$ cat src/wrsi_pkg.sv
`timescale 1ns / 1ps
package wrsi_pkg;

    localparam int PRICE_BITS   = 32;
    localparam int FRAC_BITS    = 16;
    localparam int PERIOD_BITS  = 10;
    localparam int COUNT_BITS   = PERIOD_BITS + 1;
    localparam int MAX_PERIOD   = 1023;
    localparam int PART_BITS    = PRICE_BITS + FRAC_BITS;
    localparam int AVG_BITS     = 58;
    localparam int REM_BITS     = AVG_BITS + 1;
    localparam int RSI_BITS     = 23;
    localparam int HUNDRED_BITS = 7;
    localparam int G100_BITS    = AVG_BITS + HUNDRED_BITS;
    localparam int DIV_CNT_BITS = 6;

    localparam logic [PERIOD_BITS-1:0]  PERIOD_RESET  = PERIOD_BITS'(14);
    localparam logic [DIV_CNT_BITS-1:0] DIV_P_STEPS   = DIV_CNT_BITS'(AVG_BITS);
    localparam logic [DIV_CNT_BITS-1:0] DIV_RSI_STEPS = DIV_CNT_BITS'(RSI_BITS);
    localparam logic [RSI_BITS-1:0]     RSI_FIFTY     = RSI_BITS'(50 << FRAC_BITS);
    localparam logic [RSI_BITS-1:0]     RSI_HUNDRED   = RSI_BITS'(100 << FRAC_BITS);

    typedef enum logic [3:0] {
        SEQ_IDLE,
        SEQ_MULG,
        SEQ_MULL,
        SEQ_GSTART,
        SEQ_GWAIT,
        SEQ_LSTART,
        SEQ_LWAIT,
        SEQ_RSI,
        SEQ_RWAIT,
        SEQ_OUT
    } seq_state_t;

    // One long division job: starting remainder, dividend bits taken MSB first,
    // divisor and number of quotient bits to produce.
    typedef struct packed {
        logic [REM_BITS-1:0]     rem;
        logic [AVG_BITS-1:0]     num;
        logic [REM_BITS-1:0]     divisor;
        logic [DIV_CNT_BITS-1:0] steps;
    } div_cmd_t;

    typedef struct packed {
        logic                done;
        logic [AVG_BITS-1:0] quo;
    } div_rsp_t;

    typedef struct packed {
        logic                load;
        logic [RSI_BITS-1:0] rsi;
        logic                ok;
    } seq_res_t;

endpackage

$ cat src/wrsi_div.sv
`timescale 1ns / 1ps
module wrsi_div
    import wrsi_pkg::*;
(
    input  logic     clk,
    input  logic     rst_n,
    input  logic     start,
    input  div_cmd_t cmd,
    output div_rsp_t rsp
);

    logic [REM_BITS-1:0]     rem_reg, rem_next;
    logic [AVG_BITS-1:0]     num_reg, num_next;
    logic [REM_BITS-1:0]     div_reg, div_next;
    logic [AVG_BITS-1:0]     quo_reg, quo_next;
    logic [DIV_CNT_BITS-1:0] cnt_reg, cnt_next;
    logic                    busy_reg, busy_next;
    logic                    done_reg, done_next;
    logic [REM_BITS:0]       shifted;
    logic [REM_BITS:0]       diff;
    logic                    fits;

    always_ff @(posedge clk or negedge rst_n)
    begin
        if (!rst_n)
        begin
            busy_reg <= 1'b0;
            done_reg <= 1'b0;
            cnt_reg  <= '0;
        end
        else
        begin
            busy_reg <= busy_next;
            done_reg <= done_next;
            cnt_reg  <= cnt_next;
        end
    end

    always_ff @(posedge clk)
    begin
        rem_reg <= rem_next;
        num_reg <= num_next;
        div_reg <= div_next;
        quo_reg <= quo_next;
    end

    // One restoring step per cycle: shift in the next dividend bit, subtract if it fits.
    assign shifted = {rem_reg, num_reg[AVG_BITS-1]};
    assign diff    = shifted - {1'b0, div_reg};
    assign fits    = (shifted >= {1'b0, div_reg});

    always_comb
    begin
        rem_next  = rem_reg;
        num_next  = num_reg;
        div_next  = div_reg;
        quo_next  = quo_reg;
        cnt_next  = cnt_reg;
        busy_next = busy_reg;
        done_next = 1'b0;
        if (start)
        begin
            rem_next  = cmd.rem;
            num_next  = cmd.num;
            div_next  = cmd.divisor;
            quo_next  = '0;
            cnt_next  = cmd.steps;
            busy_next = 1'b1;
        end
        else if (busy_reg)
        begin
            rem_next = fits ? diff[REM_BITS-1:0] : shifted[REM_BITS-1:0];
            num_next = {num_reg[AVG_BITS-2:0], 1'b0};
            quo_next = {quo_reg[AVG_BITS-2:0], fits};
            cnt_next = cnt_reg - DIV_CNT_BITS'(1);
            if (cnt_reg == DIV_CNT_BITS'(1))
            begin
                busy_next = 1'b0;
                done_next = 1'b1;
            end
        end
    end

    assign rsp.done = done_reg;
    assign rsp.quo  = quo_reg;

endmodule

$ cat src/wrsi_seq.sv
`timescale 1ns / 1ps
module wrsi_seq
    import wrsi_pkg::*;
(
    input  logic                   clk,
    input  logic                   rst_n,
    input  logic                   clear,
    input  logic                   take,
    input  logic [PRICE_BITS-1:0]  price,
    input  logic [PERIOD_BITS-1:0] p_eff,
    input  logic                   out_free,
    input  div_rsp_t               div_rsp,
    output logic                   idle,
    output logic                   div_start,
    output div_cmd_t               div_cmd,
    output seq_res_t               res
);

    seq_state_t              state_reg, state_next;
    logic [PRICE_BITS-1:0]   last_reg, last_next;
    logic [COUNT_BITS-1:0]   seen_reg, seen_next;
    logic [AVG_BITS-1:0]     gain_reg, gain_next;
    logic [AVG_BITS-1:0]     loss_reg, loss_next;
    logic [PART_BITS-1:0]    gpart_reg, gpart_next;
    logic [PART_BITS-1:0]    lpart_reg, lpart_next;
    logic [RSI_BITS-1:0]     rsi_reg, rsi_next;
    logic                    ok_reg, ok_next;

    logic [COUNT_BITS-1:0]            p_cnt;
    logic [PERIOD_BITS-1:0]           p_less;
    logic [PART_BITS-1:0]             gpart_in;
    logic [PART_BITS-1:0]             lpart_in;
    logic [AVG_BITS-1:0]              mul_a;
    logic [AVG_BITS+PERIOD_BITS-1:0]  prod;
    logic [PART_BITS-1:0]             mul_part;
    logic [AVG_BITS-1:0]              smoothed;
    logic [G100_BITS-1:0]             g100;
    logic [REM_BITS-1:0]              total;

    always_ff @(posedge clk or negedge rst_n)
    begin
        if (!rst_n)
        begin
            state_reg <= SEQ_IDLE;
            last_reg  <= '0;
            seen_reg  <= '0;
            gain_reg  <= '0;
            loss_reg  <= '0;
        end
        else
        begin
            state_reg <= state_next;
            last_reg  <= last_next;
            seen_reg  <= seen_next;
            gain_reg  <= gain_next;
            loss_reg  <= loss_next;
        end
    end

    always_ff @(posedge clk)
    begin
        gpart_reg <= gpart_next;
        lpart_reg <= lpart_next;
        rsi_reg   <= rsi_next;
        ok_reg    <= ok_next;
    end

    assign p_cnt  = {1'b0, p_eff};
    assign p_less = p_eff - PERIOD_BITS'(1);

    // The price step splits into a gain part and a loss part, both in Q.FRAC_BITS.
    always_comb
    begin
        gpart_in = '0;
        lpart_in = '0;
        if (price >= last_reg)
            gpart_in = {price - last_reg, {FRAC_BITS{1'b0}}};
        else
            lpart_in = {last_reg - price, {FRAC_BITS{1'b0}}};
    end

    // One multiplier serves both averages, one per cycle.
    assign mul_a    = (state_reg == SEQ_MULL) ? loss_reg : gain_reg;
    assign mul_part = (state_reg == SEQ_MULL) ? lpart_reg : gpart_reg;
    assign prod     = (AVG_BITS+PERIOD_BITS)'(mul_a) * (AVG_BITS+PERIOD_BITS)'(p_less);
    assign smoothed = prod[AVG_BITS-1:0] + AVG_BITS'(mul_part);

    // gain * 100 as shifted adds; the Q16 scaling is folded into the divider feed.
    assign g100  = {gain_reg, 6'b0} + {1'b0, gain_reg, 5'b0} + {4'b0, gain_reg, 2'b0};
    assign total = {1'b0, gain_reg} + {1'b0, loss_reg};

    assign idle = (state_reg == SEQ_IDLE);

    always_comb
    begin
        state_next = state_reg;
        last_next  = last_reg;
        seen_next  = seen_reg;
        gain_next  = gain_reg;
        loss_next  = loss_reg;
        gpart_next = gpart_reg;
        lpart_next = lpart_reg;
        rsi_next   = rsi_reg;
        ok_next    = ok_reg;
        div_start  = 1'b0;
        div_cmd    = '0;
        res.load   = 1'b0;
        res.rsi    = rsi_reg;
        res.ok     = ok_reg;

        unique case (state_reg)
            SEQ_IDLE:
            begin
                if (clear)
                begin
                    last_next = '0;
                    seen_next = '0;
                    gain_next = '0;
                    loss_next = '0;
                end
                else if (take)
                begin
                    last_next  = price;
                    gpart_next = gpart_in;
                    lpart_next = lpart_in;
                    rsi_next   = '0;
                    ok_next    = 1'b0;
                    priority if (seen_reg == '0)
                    begin
                        seen_next  = COUNT_BITS'(1);
                        state_next = SEQ_OUT;
                    end
                    else if (seen_reg < p_cnt)
                    begin
                        gain_next  = gain_reg + AVG_BITS'(gpart_in);
                        loss_next  = loss_reg + AVG_BITS'(lpart_in);
                        seen_next  = seen_reg + COUNT_BITS'(1);
                        state_next = SEQ_OUT;
                    end
                    else if (seen_reg == p_cnt)
                    begin
                        // Last warm-up step: the sums become the dividends.
                        gain_next  = gain_reg + AVG_BITS'(gpart_in);
                        loss_next  = loss_reg + AVG_BITS'(lpart_in);
                        seen_next  = p_cnt + COUNT_BITS'(1);
                        state_next = SEQ_GSTART;
                    end
                    else
                    begin
                        seen_next  = p_cnt + COUNT_BITS'(1);
                        state_next = SEQ_MULG;
                    end
                end
            end
            SEQ_MULG:
            begin
                gain_next  = smoothed;
                state_next = SEQ_MULL;
            end
            SEQ_MULL:
            begin
                loss_next  = smoothed;
                state_next = SEQ_GSTART;
            end
            SEQ_GSTART:
            begin
                div_start       = 1'b1;
                div_cmd.rem     = '0;
                div_cmd.num     = gain_reg;
                div_cmd.divisor = REM_BITS'(p_eff);
                div_cmd.steps   = DIV_P_STEPS;
                state_next      = SEQ_GWAIT;
            end
            SEQ_GWAIT:
            begin
                if (div_rsp.done)
                begin
                    gain_next  = div_rsp.quo;
                    state_next = SEQ_LSTART;
                end
            end
            SEQ_LSTART:
            begin
                div_start       = 1'b1;
                div_cmd.rem     = '0;
                div_cmd.num     = loss_reg;
                div_cmd.divisor = REM_BITS'(p_eff);
                div_cmd.steps   = DIV_P_STEPS;
                state_next      = SEQ_LWAIT;
            end
            SEQ_LWAIT:
            begin
                if (div_rsp.done)
                begin
                    loss_next  = div_rsp.quo;
                    state_next = SEQ_RSI;
                end
            end
            SEQ_RSI:
            begin
                ok_next = 1'b1;
                if (loss_reg == '0)
                begin
                    rsi_next   = (gain_reg == '0) ? RSI_FIFTY : RSI_HUNDRED;
                    state_next = SEQ_OUT;
                end
                else
                begin
                    // The quotient is below 2^RSI_BITS, so the dividend's top bits
                    // already form the starting remainder.
                    div_start       = 1'b1;
                    div_cmd.rem     = REM_BITS'(g100[G100_BITS-1:HUNDRED_BITS]);
                    div_cmd.num     = {g100[HUNDRED_BITS-1:0], {FRAC_BITS{1'b0}},
                                       {(AVG_BITS-HUNDRED_BITS-FRAC_BITS){1'b0}}};
                    div_cmd.divisor = total;
                    div_cmd.steps   = DIV_RSI_STEPS;
                    state_next      = SEQ_RWAIT;
                end
            end
            SEQ_RWAIT:
            begin
                if (div_rsp.done)
                begin
                    rsi_next   = div_rsp.quo[RSI_BITS-1:0];
                    state_next = SEQ_OUT;
                end
            end
            SEQ_OUT:
            begin
                if (out_free)
                begin
                    res.load   = 1'b1;
                    state_next = SEQ_IDLE;
                end
            end
            default:
            begin
                state_next = SEQ_IDLE;
            end
        endcase
    end

endmodule

$ cat src/wilder_rsi_stream_core.sv
`timescale 1ns / 1ps
// Channel   Handshake             Payload
// input     in_valid / in_stall   price [31:0]
// output    out_valid / out_stall rsi [22:0], valid_res
// config    cfg_valid / cfg_ready period [9:0]
//
// A warm-up item skips the divider. An item that yields a defined RSI runs two
// 58-step divisions by the period and, unless the loss average is zero, one
// 23-step ratio division, on one restoring divider making one quotient bit per cycle.
// Reset sets the period to 14 and clears the stream; a period write clears it too.
// A finished beat waits in the output register, so a new price can be taken
// while out_stall holds the previous result.
module wilder_rsi_stream_core
    import wrsi_pkg::*;
(
    input  logic                   clk,
    input  logic                   rst_n,
    input  logic                   in_valid,
    output logic                   in_stall,
    input  logic [PRICE_BITS-1:0]  price,
    output logic                   out_valid,
    input  logic                   out_stall,
    output logic [RSI_BITS-1:0]    rsi,
    output logic                   valid_res,
    input  logic                   cfg_valid,
    output logic                   cfg_ready,
    input  logic [PERIOD_BITS-1:0] period
);

    logic [PERIOD_BITS-1:0] period_reg;
    logic                   out_valid_reg;
    logic [RSI_BITS-1:0]    rsi_reg;
    logic                   valid_res_reg;
    logic [PERIOD_BITS-1:0] p_eff;
    logic                   idle;
    logic                   cfg_write;
    logic                   take;
    logic                   out_free;
    logic                   div_start;
    div_cmd_t               div_cmd;
    div_rsp_t               div_rsp;
    seq_res_t               res;

    // A pending period write holds off the input so that no price beat is dropped.
    assign cfg_ready = idle;
    assign in_stall  = !idle || cfg_valid;
    assign cfg_write = cfg_valid && cfg_ready;
    assign take      = in_valid && !in_stall;
    assign out_free  = !out_valid_reg || !out_stall;

    // A period of zero behaves as one.
    assign p_eff = (period_reg == '0) ? PERIOD_BITS'(1) : period_reg;

    always_ff @(posedge clk or negedge rst_n)
    begin
        if (!rst_n)
            period_reg <= PERIOD_RESET;
        else if (cfg_write)
            period_reg <= period;
    end

    always_ff @(posedge clk or negedge rst_n)
    begin
        if (!rst_n)
            out_valid_reg <= 1'b0;
        else if (res.load)
            out_valid_reg <= 1'b1;
        else if (!out_stall)
            out_valid_reg <= 1'b0;
    end

    always_ff @(posedge clk)
    begin
        if (res.load)
        begin
            rsi_reg       <= res.rsi;
            valid_res_reg <= res.ok;
        end
    end

    assign out_valid = out_valid_reg;
    assign rsi       = rsi_reg;
    assign valid_res = valid_res_reg;

    wrsi_seq u_seq (
        .clk       (clk),
        .rst_n     (rst_n),
        .clear     (cfg_write),
        .take      (take),
        .price     (price),
        .p_eff     (p_eff),
        .out_free  (out_free),
        .div_rsp   (div_rsp),
        .idle      (idle),
        .div_start (div_start),
        .div_cmd   (div_cmd),
        .res       (res)
    );

    wrsi_div u_div (
        .clk   (clk),
        .rst_n (rst_n),
        .start (div_start),
        .cmd   (div_cmd),
        .rsp   (div_rsp)
    );

endmodule

$ cat config.mk
export PLATFORM = sky130hd
export DESIGN_NAME = wilder_rsi_stream_core
export DESIGN_NICKNAME = d
export VERILOG_FILES = /design/src/wrsi_pkg.sv /design/src/wrsi_div.sv /design/src/wrsi_seq.sv /design/src/wilder_rsi_stream_core.sv
export SDC_FILE = /design/constraint.sdc
export NUM_CORES = 2
export LEC_CHECK = 0
export BUFFER_PORTS_ARGS = -buffer_cell sky130_fd_sc_hd__buf_2
export CAP_MARGIN = 10
export CORE_UTILIZATION = 34
export DETAILED_ROUTE_END_ITERATION = 8
export PLACE_DENSITY = 0.49
export SYNTH_ARGS = -nofsm -noshare
export SYNTH_HDL_FRONTEND = slang
export SYNTH_SLANG_ARGS = --single-unit
$ cat constraint.sdc
create_clock -name clk -period 12.2 [get_ports clk]
set_clock_uncertainty 0.05 [all_clocks]
set_input_delay 1.83 -clock clk [delete_from_list [all_inputs] [get_ports clk]]
set_output_delay 1.83 -clock clk [all_outputs]
set_load 0.03 [all_outputs]
-- Yosys cells after proc, flatten, opt, wreduce, memory -nomap -nowiden
Index checks and enable logic that the tools add are counted.
- input port bits: 47
- output and inout port bits: 27
- bits in registers: 560
- bitwise logic cells: 1
- reductions and logical operators: 27
- add/subtract/negate cells: 13
- $mul: 1
- multiplexer cells: 65
- magnitude comparators: 3
- eq/ne operators: 22
- operators by type and width (kind ; count):
    $mux W58 ; 14
    $pmux W182 S3 ; 1
    $pmux W58 S3 ; 2
    $mux W181 ; 1
    $mux W59 ; 3
    $add A58 B48 Y58 ; 3
    $mux W48 ; 3
    $logic_not A58 Y1 ; 2
    $mux W23 ; 5
    $pmux W23 S3 ; 1
    $add A64 B63 Y65 ; 1
    $add A65 B60 Y65 ; 1
    $mux W32 ; 2
    $sub A32 B32 Y32 ; 2
    $ge A60 B59 Y1 ; 1
    $add A58 B58 Y59 ; 1
    $sub A59 B59 Y59 ; 1
    $mul A58 B10 Y58 ; 1
    $mux W11 ; 4
    $pmux W4 S10 ; 1
    $ge A32 B32 Y1 ; 1
    $mux W4 ; 8
    $eq A4 B3 Y1 const B ; 4
    $reduce_and A5 Y1 ; 3
    33 further kinds ; 66

-- Logic depth before layout (Yosys ltp)
- depth in word-level cells: 9
- gate-level depth with buffers: 35
- mapped depth without buffers: 31

-- By module
From an unflattened synthesis, not the netlist that was laid out.
- cells, all modules: 7037
- area total of the unflattened synthesis: 60523.0 sq um
- modules (own cells, without submodules) (module ; times used ; cells each ; area an instance (sq um) ; seq. area each (sq um)):
    wrsi_seq ; 1 ; 5721 ; 45925.3 ; 6721.4
    wrsi_div ; 1 ; 1250 ; 13346.6 ; 6646.4
    wilder_rsi_stream_core ; 1 ; 66 ; 1251.2 ; 999.7

-- Worst setup path before layout
No wires, ideal clock.
- kind: reg-to-reg
- from: reg period_reg[4]
- to: reg u_seq.gain_reg[52]
- required time: 12.013 ns
- period minus slack after synthesis: 8.412 ns
- path slack: 3.788 ns
- arrival time: 8.225 ns
- cell stages (with the launch flop): 34
- cell sequence: dfrtp_1 clkbuf_1 inv_1 nand4_1 nor3_1 a21oi_1 clkbuf_1 ha_1 nand2_1 or2_2 xnor2_1 clkbuf_1 nor2_1 fa_1 inv_1 fa_1 fa_1 inv_1 fa_1 inv_1 fa_1 inv_1 ha_1 a21o_1 a21o_1 a2111oi_0 o22ai_1 a21oi_1 o211ai_1 a2111oi_0 nor2b_1 a221oi_1 a21oi_1 a2bb2oi_1
- word-level cells in the longest chain between the ends: 8
- elaborated cells on any way between the ends: 14
- those cells by class: 2 x add/sub; 1 x mul; 1 x order compare; 2 x eq/ne; 6 x mux; 2 x reduce/logical
- ends and longest elaborated chain (element ; line ; source):
    start: declaration ; wilder_rsi_stream_core.sv:30 ; logic [PERIOD_BITS-1:0] period_reg;
    start signal: assignment ; wilder_rsi_stream_core.sv:59 ; period_reg <= period;
    $logic_not A10 Y1 ; wilder_rsi_stream_core.sv:52 ; assign p_eff = (period_reg == '0) ? PERIOD_BITS'(1) : period_reg;
    $mux W10 (*) ; wilder_rsi_stream_core.sv:52 ;
    branches (longest 6 deep; another with $mul A58 B10 Y58) ; - ;
    end signal: assignment ; wrsi_seq.sv:55 ; gain_reg <= gain_next;
    end: declaration ; wrsi_seq.sv:22 ; logic [AVG_BITS-1:0] gain_reg, gain_next;
Every way passes the cells marked *. The select of a mux whose other input is x is not followed.
A chain may end at the register's enable or synchronous reset.

-- Final worst setup path
- from: reg period_reg[6]
- to: reg u_seq.gain_reg[52]
Same word-level chain as after synthesis.

==> impl_metrics.tcl <==
set metrics [dict create \
    status "complete, but fails checks" \
    violations "DRC" \
    cts_buffers 71 \
    drt-wirelength-per-cell_um 24.0 \
    ys_warn_count 0 \
    area_growth_syn_to_layout_pct 9.32 \
    core-area_um2 170000 \
    cpMostUsedCell "fa_1" \
    synthFlopType "edfxtp_1" \
    slowest_delay_ns 0.59 \
    grt_usage_pct 24.5 \
    reg2regPathDepth 32 \
    synth_top_area_share_pct 17.2 \
    drive_gt1_share_pct 5.86 \
    cts-htree-levels 3 \
    max_slew_margin_pct 9.30 \
    holdPathStages 0 \
    firstDrtPassIters 9 \
    cap_viol_max_count 0 \
    die_h_um 416 \
    r2r_setup_slack_ns 1.97 \
    synth-edff-count 288 \
    yosys-top-cells-area "fa_1 17%, edfxtp_1 15%, ha_1 9.7%" \
    cts_tree "built" \
    cts.sinks 528 \
    dp_slack_ns 2.16 \
    first_iter_violations 4831 \
    vias_per_cell 5.57 \
    synthDistinctLibCells 94 \
    crit_fanout 32 \
    rsz0062_at_grt "no" \
    die-width_um 416 \
    drc 17 \
    dp_hpwl_um 165000 \
    reg2reg_to "u_seq.gain_reg[52]$_DFFE_PN0P_" \
    syn-num-nets 7660 \
    cp-end-kind "flop" \
    clk_latency_ns 0.71 \
    max_freq_mhz 97.7 \
    hp-start "u_seq.rsi_reg[14]$_DFFE_PP_" \
    fin_nets 7609 \
    grt_pass1_vias 50016 \
    post-synth-top-area-cell "fa_1" \
    vias 49587 \
    start_util_pct 34.3 \
    cp_data_arrival_time_ns 10.73 \
    hold_viol 0 \
    cts-root-buf "clkbuf_16" \
    grt_max_degree 121 \
    synth_seq_area_share_pct 24.7 \
    final_antenna_net_count 0 \
    finalSetupViolCount 0 \
    fin_util_pct 37.5 \
    yosysMostFrequentCell "inv_1" \
    grt_first_pass_wirelength_um 322000 \
    required_ns 12.70 \
    fin_crit_ns 10.23 \
    port_buffers 73 \
    hp-class "reg -> reg" \
    gp_congestion 0.951 \
    wl_um 214000 \
    clk_path_buf_depth 3 \
    synth_async_sr_flop_share_pct 34.5 \
    reg2reg_from "period_reg[6]$_DFFE_PN0P_" \
    critPathSlowestCell "a21oi_1" \
    post_cts_buffers 0 \
    fp.dieArea_um2 173000 \
    ctsHoldBuffers 0 \
    critical_path_class "reg -> reg" \
    slew_violations 0 \
    whs_endpoint "rsi[14]$_DFFE_PP_" \
    overflow 0 \
    synth_commonest_cells "832 x inv_1, 765 x nor2_1, 558 x nand2_1" \
    clk_pin_slew_ns 0.06 \
    antenna_found_initial 5 \
    avgSynthCellArea_um2 8.72 \
    ys_ff_latch 528 \
    synth_area_um2 58100 \
    cts-resized-gates 0 \
    tightest_slew_ns 1.36 \
    io_pins 74 \
    fp-row-count 151 \
    syn_inst 6665 \
    tns_ns 0 \
    crit_path_start_kind "flop" \
    finalWorstSetupSlack_ns 1.97 \
    period_share_pct 83.9 \
]
-- cell type report --
type	instances	area [um2]
Clock inverter	28	403
Multi-Input combinational cell	5004	39700
Antenna cell	6	15.0
Timing Repair Buffer	174	1140
Fill cell	17452	106000
Clock buffer	102	2040
Inverter	835	3140
Sequential cell	528	14400
Tap cell	2218	2780
-- layer usage --
metal | GRT usage, % | vias to the layer above | part of all wire [%]
li1 | - | 22791 | -
met1 | 34.4 | 24713 | 46
met2 | 37.6 | 1738 | 43
met3 | 3.75 | 335 | 6.5
met4 | 9.73 | 10 | 4.4
met5 | 0 | - | 0.032
-- logic make-up after synthesis --
group	Yosys count	synth area share (%)
AOI/OAI and AO/OA	1672	19.0
xor gates and xnor gates	357	5.38
adders and majority gates	948	26.8
buffers and inverters	1133	7.43
DFF	528	24.7
muxes	124	2.14
and+or+nand+nor	1903	14.5
-- per-stage QoR --
step	instances	hold WS [ns]	cell area, um2
floorplan	6665	0.350	58100
global placement	8755	0.353	61100
detailed placement	8758	0.355	61100
CTS	8888	0.357	63500
global route	8889	0.362	63500
finish	8895	0.362	63600
-- worst max-delay path by stage --
stage               slack (ns)  cells after the start                             end                       from
floorplan                 3.79                     33  u_seq.gain_reg[52]$_DFFE_PN0P_  period_reg[4]$_DFFE_PN0P_
finish                    1.97                     32  u_seq.gain_reg[52]$_DFFE_PN0P_  period_reg[6]$_DFFE_PN0P_
global placement          2.36                     32  u_seq.gain_reg[52]$_DFFE_PN0P_  period_reg[6]$_DFFE_PN0P_
CTS                       2.08                     32  u_seq.gain_reg[52]$_DFFE_PN0P_  period_reg[6]$_DFFE_PN0P_
global route              1.50                     32  u_seq.gain_reg[52]$_DFFE_PN0P_  period_reg[6]$_DFFE_PN0P_
detailed placement        2.16                     32  u_seq.gain_reg[52]$_DFFE_PN0P_  period_reg[6]$_DFFE_PN0P_
-- cells in the final DEF (no fill, tap or decap), types with 15 or more instances in the layout --
| cell | netlist | routed |
|---|---|---|
| ha_1 | 449 | 449 |
| mux2i_1 | 122 | 122 |
| nand3_1 | 90 | 90 |
| xnor2_1 | 211 | 207 |
| edfxtp_1 | 288 | 288 |
| nor2_1 | 765 | 758 |
| nand2_1 | 558 | 555 |
| nor2b_1 | 48 | 48 |
| o21a_1 | 41 | 41 |
| o21bai_1 | 62 | 62 |
| a211oi_1 | 32 | 32 |
| and3_1 | 50 | 50 |
| nor3_1 | 72 | 68 |
| nand2b_1 | 103 | 102 |
| o31ai_1 | 20 | 19 |
| a21o_1 | 241 | 241 |
| o21ai_1 | 16 | 15 |
| and2_1 | 21 | 21 |
| a22oi_1 | 48 | 48 |
| nor4_1 | 33 | 33 |
| nand4_1 | 60 | 60 |
| a222oi_1 | 92 | 92 |
| buf_2 | 14 | 72 |
| clkbuf_1 | 264 | 20 |
| clkbuf_16 | 0 | 74 |
| dfrtp_1 | 179 | 178 |
| o22ai_1 | 68 | 68 |
| buf_4 | 1 | 100 |
| fa_1 | 499 | 499 |
| o21ai_0 | 327 | 327 |
| or2_2 | 46 | 47 |
| o211ai_1 | 29 | 29 |
| xor2_1 | 146 | 145 |
| a221oi_1 | 44 | 44 |
| dfxtp_1 | 58 | 58 |
| or3_1 | 21 | 21 |
| a31oi_1 | 42 | 42 |
| inv_1 | 832 | 830 |
| a21oi_1 | 460 | 456 |
-- worst max-delay path: cells and delay by family, from the launching register on --
kind | cells | cell delay (ns)
xor gates and xnor gates | 1 | 0.42
adders and majority gates | 7 | 3.24
buffers and inverters | 7 | 1.26
DFF | 1 | 0.43
and+or+nand+nor | 6 | 1.20
AOI/OAI and AO/OA | 11 | 3.40
Power is left out: the tool's default activity adds up to more than one toggle a clock period on the data nets, which glitch-free logic cannot reach.
